**config.mk**
```make
export PLATFORM = sky130hd
export DESIGN_NAME = ssfs_mac
export DESIGN_NICKNAME = d
export VERILOG_FILES = /design/src/hdl/ssfs_pkg.sv /design/src/hdl/ssfs_mac.sv
export SDC_FILE = /design/constraint.sdc
export NUM_CORES = 2
export LEC_CHECK = 0
export BUFFER_PORTS_ARGS = -buffer_cell sky130_fd_sc_hd__buf_2
export CORE_ASPECT_RATIO = 1.1
export CORE_MARGIN = 2
export CORE_UTILIZATION = 65
export CTS_CLUSTER_SIZE = 24
export DETAILED_ROUTE_END_ITERATION = 12
export GPL_TIMING_DRIVEN = 0
export PLACE_DENSITY = 0.82
export SLEW_MARGIN = 20
export SYNTH_ARGS = -nofsm -noshare
export SYNTH_HDL_FRONTEND = slang
export SYNTH_SLANG_ARGS = --single-unit
```
**constraint.sdc**
```tcl
create_clock -name i_clk -period 11.8 [get_ports i_clk]
set_clock_uncertainty 0.1 [all_clocks]
set_input_delay 1.77 -clock i_clk [delete_from_list [all_inputs] [get_ports i_clk]]
set_output_delay 1.77 -clock i_clk [all_outputs]
set_load 0.02 [all_outputs]
```
**src/hdl/ssfs_pkg.sv**
```systemverilog
package ssfs_pkg;

    localparam int MAX_POINTS_DEF  = 256;
    localparam int STATE_WIDTH_DEF = 32;
    localparam int COEF_W          = 32;
    localparam int FRAC_BITS       = 24;
    localparam int SAMPLE_W        = 16;
    localparam int CFG_IDX_W       = 3;
    localparam int CFG_DATA_W      = 32;
    localparam int COUNT_W         = 9;
    localparam int INDEX_W         = 8;

    localparam logic [CFG_IDX_W-1:0] REG_CENTER_GAIN      = 3'd0;
    localparam logic [CFG_IDX_W-1:0] REG_NEAR_GAIN        = 3'd1;
    localparam logic [CFG_IDX_W-1:0] REG_FAR_GAIN         = 3'd2;
    localparam logic [CFG_IDX_W-1:0] REG_PAST_CENTER_GAIN = 3'd3;
    localparam logic [CFG_IDX_W-1:0] REG_PAST_NEAR_GAIN   = 3'd4;
    localparam logic [CFG_IDX_W-1:0] REG_POINT_COUNT      = 3'd5;
    localparam logic [CFG_IDX_W-1:0] REG_PICKUP_INDEX     = 3'd6;
    localparam logic [CFG_IDX_W-1:0] REG_EXCITE_INDEX     = 3'd7;

    localparam logic [COUNT_W-1:0] POINT_COUNT_RST  = 9'd64;
    localparam logic [INDEX_W-1:0] PICKUP_INDEX_RST = 8'd32;
    localparam logic [INDEX_W-1:0] EXCITE_INDEX_RST = 8'd21;

    localparam logic OP_TICK = 1'b0;
    localparam logic OP_PLAY = 1'b1;

    typedef enum logic [3:0] {
        S_CLEAR,
        S_IDLE,
        S_EXCITE,
        S_FETCH,
        S_SHIFT,
        S_MAC,
        S_DRAIN,
        S_WRITE,
        S_PICK,
        S_PICKD,
        S_EMIT
    } t_state;

    typedef struct packed {
        logic valid;
        logic first;
        logic sub;
    } t_mac_ctl;

endpackage

```
**src/hdl/ssfs_mac.sv**
```systemverilog
module ssfs_mac
    import ssfs_pkg::*;
#(
    parameter int STATE_WIDTH = STATE_WIDTH_DEF
) (
    input  logic                          i_clk,
    input  logic                          i_rst_n,
    input  t_mac_ctl                      i_ctl,
    input  logic signed [STATE_WIDTH:0]   i_opnd,
    input  logic signed [COEF_W-1:0]      i_coef,
    output logic signed [STATE_WIDTH-1:0] o_result
);

    localparam int PW  = STATE_WIDTH + 1 + COEF_W;
    localparam int ACW = PW + 3;

    logic signed [PW-1:0]  r_prod;
    logic                  r_pvalid;
    logic                  r_first;
    logic                  r_sub;
    logic signed [ACW-1:0] r_acc;

    logic signed [ACW-1:0] w_term;
    logic signed [ACW-1:0] w_base;
    logic signed [ACW-1:0] w_round;
    logic signed [ACW-1:0] w_shift;
    logic signed [ACW-1:0] w_smax;
    logic signed [ACW-1:0] w_smin;

    always_ff @(posedge i_clk) begin
        if (!i_rst_n) begin
            r_pvalid <= 1'b0;
        end else begin
            r_pvalid <= i_ctl.valid;
        end
    end

    always_ff @(posedge i_clk) begin
        r_prod  <= PW'(i_opnd) * PW'(i_coef);
        r_first <= i_ctl.first;
        r_sub   <= i_ctl.sub;
        if (r_pvalid) begin
            r_acc <= w_base + w_term;
        end
    end

    always_comb begin
        w_term  = r_sub ? -ACW'(r_prod) : ACW'(r_prod);
        w_base  = r_first ? '0 : r_acc;
        w_round = r_acc + (ACW'(1) <<< (FRAC_BITS - 1));
        w_shift = w_round >>> FRAC_BITS;
        w_smax  = $signed({{(ACW-STATE_WIDTH+1){1'b0}}, {(STATE_WIDTH-1){1'b1}}});
        w_smin  = ~w_smax;
        if (w_shift > w_smax) begin
            o_result = w_smax[STATE_WIDTH-1:0];
        end else if (w_shift < w_smin) begin
            o_result = w_smin[STATE_WIDTH-1:0];
        end else begin
            o_result = w_shift[STATE_WIDTH-1:0];
        end
    end

endmodule

```
==> results.sh <==
export IMPL_r2r_cells=19
export IMPL_dpl_hpwl_mm=136
export IMPL_pin_count=102
export IMPL_num_vias=38100
export IMPL_dieArea_um2=75000
export IMPL_synth_cell_types=78
export IMPL_avgSynthCellArea_um2=9.19
export IMPL_cts_tree="done"
export IMPL_cts_resized=0
export IMPL_synth_top_family_by_area="adder cells"
export IMPL_critical_path_class="in2reg"
export IMPL_rsz0062_at_grt="no"
export IMPL_hold_viol_final=0
export IMPL_post_cts_setup_buffer_count=0
export IMPL_antenna_found_initial=22
export IMPL_worstMarginPinSlew_ns=1.29
export IMPL_postSynth_asyncResetShare=0
export IMPL_grt_pass1_vias=40100
export IMPL_drtPass1Iterations=6
export IMPL_portBuffers=101
export IMPL_clk_latency_ns=0.44
export IMPL_synth_fa_ha_area_frac=0.538
export IMPL_synth_xor_area_frac=0.0435
export IMPL_rrSetupSlack_ns=5.31
export IMPL_crit_cells=26
export IMPL_root_buffer="clkbuf_16"
export IMPL_slew_viol_final=0
export IMPL_final_setup_tns_ns=0
export IMPL_seq_area_frac_synth=0.0719
export IMPL_finalInstanceArea_um2=49700
export IMPL_placement_rows=103
export IMPL_final_setup_viol_count=0
export IMPL_drt_vias_per_instance=6.08
export IMPL_cpPeakStageDelay_ns=1.14
export IMPL_drv_cap=0
export IMPL_crit_top_cell="fa_1"
export IMPL_worstPathArrival_ns=11.22
export IMPL_crit_buf_inv=7
export IMPL_syn_inst=5151
export IMPL_postRouteAntennaNets=0
export IMPL_drc=0
export IMPL_crit_family="adder cells"
export IMPL_cts_hold_buffers=0
export IMPL_wirelength_mm=166
export IMPL_fmax_ghz=0.0910
export IMPL_fin_crit_sh=0.931
export IMPL_cpMaxStageDelayCell="fa_1"
export IMPL_initial_core_util=0.658
export IMPL_clock_path_buffers=2
export IMPL_cp_required_ns=12.03
export IMPL_synth_area_um2=47300
export IMPL_synth_edff_count=68
export IMPL_drive_gt1_frac=0.0357
export IMPL_path_clk_slew_ns=0.06
export IMPL_nNetsFinal=6712
export IMPL_cp_start_kind="input port"
export IMPL_grt_start_max_net_pins=59
export IMPL_avgRoutedWirePerCell_um=26.6
export IMPL_slew_headroom=0.140
export IMPL_cts_buffers=17
export IMPL_holdCritPathClass="reg2reg"
export IMPL_die_h_um=287
export IMPL_htreeDepth=4
export IMPL_worst_setup_path_end_kind="flop"
export IMPL_die_w_um=261
export IMPL_utilization=0.691
export IMPL_hold_depth=0
export IMPL_synthMuxAreaShare=0
export IMPL_fin_crit_ns=10.99
export IMPL_synth_compound_area_frac=0.0700
export IMPL_synthToLayoutAreaGrowth_pct=4.98
export IMPL_routabilityCongestion=1.08
export IMPL_synth_main_ff_cell="edfxtp_1"
export IMPL_ys_warn_count=0
export IMPL_grt_pass1_wl_mm=246
export IMPL_drt_initial_drc_count=4092
export IMPL_core_area_um2=71900
export IMPL_grt_overflow=0
export IMPL_syn_num_nets=6589
export IMPL_track_usage=0.459
export IMPL_synthSimpleGateAreaFrac=0.174
export IMPL_cts_sinks=136
export IMPL_place_area_um2=49100
export IMPL_path_max_fanout=13
export IMPL_ys_seq_elements=136
export IMPL_status="complete, no violations"
## worst paths after layout
check / startpoint / end
worst max-delay path: i_opnd[32] / r_prod[62]
worst min register to register: r_pvalid / r_acc[7]
worst max register to register: r_prod[3] / r_acc[67]
worst min-delay path: r_pvalid / r_acc[7]
## routing by layer
metal / GRT usage / vias to the layer above / part of all wire
met4: 0.296 / 10 / 0.080
met2: 0.718 / 2576 / 0.45
li1: - / 15800 / -
met1: 0.545 / 18900 / 0.34
met3: 0.154 / 697 / 0.13
met5: 0 / - / 0.00046
## stage by stage
stage          worst slack (ns)  hold WS, ns  std cells
2_1_floorplan              2.40        0.498       5151
3_3_place_gp              0.544        0.542       6197
3_5_place_dp              0.511        0.489       6200
4_1_cts                   0.973        0.508       6232
5_1_grt                   0.561        0.514       6236
6_report                  0.810        0.503       6257
## cells by family after synthesis
kind of cell	Yosys count
adders and majority gates	1368
AOI/OAI and AO/OA	522
DFF	136
xor gates and xnor gates	234
and+or+nand+nor	1598
buffers and inverters	1293
## Yosys cell counts (4+ instances only)
master	instances	share of area
o21bai_1	25	0.0040
o41ai_1	8	0.0015
nand2_1	627	0.050
a31oi_1	23	0.0030
or3_1	8	0.0011
inv_1	1035	0.082
clkbuf_1	253	0.020
ha_1	255	0.067
a211oi_1	13	0.0021
dfxtp_1	68	0.029
and3_1	26	0.0034
fa_1	1113	0.47
a311o_1	4	0.00085
or3_4	4	0.00095
nand2b_1	21	0.0028
o21ai_0	96	0.010
xnor2_1	161	0.030
o21ai_1	11	0.0012
o21a_1	12	0.0019
or4_4	5	0.0012
a211o_1	6	0.0011
a2111oi_0	4	0.00074
nor4_1	7	0.00093
nand3_1	50	0.0053
a221oi_1	4	0.00074
and2_1	549	0.073
xor2_1	72	0.013
o2111ai_1	5	0.00093
a21o_1	70	0.011
a31o_2	4	0.00074
a41oi_1	6	0.0011
o211ai_1	12	0.0019
and4_1	6	0.0011
nor3_1	11	0.0012
nor2_1	114	0.0090
a21oi_1	167	0.018
nor2b_1	84	0.011
nand4_1	39	0.0052
or2_2	14	0.0019
a21boi_0	5	0.00079
o31ai_1	27	0.0043
edfxtp_1	68	0.043
or4_1	7	0.0011
## area by class of cell
cell class	instances	area (um2)
repair buffers	104	556
clock inverters	12	88.8
flip-flops and latches	136	3410
multi-input cells	3722	39100
plain buffers	258	980
fillers	5757	22200
clock buffers	20	457
diodes	25	62.6
well taps	945	1180
inverters	1035	3880
## state kept, by name, summed over array words and instances (netlist names)
register,flops
r_acc,68
r_prod,65
r_first,1
r_pvalid,1
r_sub,1
## cells in the final DEF, fill, tap and decap left out, types with 13 or more instances in the layout
master / n
nand3_1: 50
nand2b_1: 21
a31oi_1: 23
dfxtp_1: 67
clkbuf_16: 17
and2_1: 549
o31ai_1: 27
a211oi_1: 13
nor2b_1: 84
a21oi_1: 167
buf_2: 104
nand2_1: 627
o21bai_1: 25
xor2_1: 72
ha_1: 255
diode_2: 25
o21ai_0: 96
fa_1: 1113
edfxtp_1: 68
xnor2_1: 161
a21o_1: 70
or2_2: 14
clkbuf_1: 249
nand4_1: 39
and3_1: 26
inv_1: 1035
nor2_1: 114
Power is not shown: default switching activity piles up to over one toggle a cycle in this logic, so the estimate is an artifact.
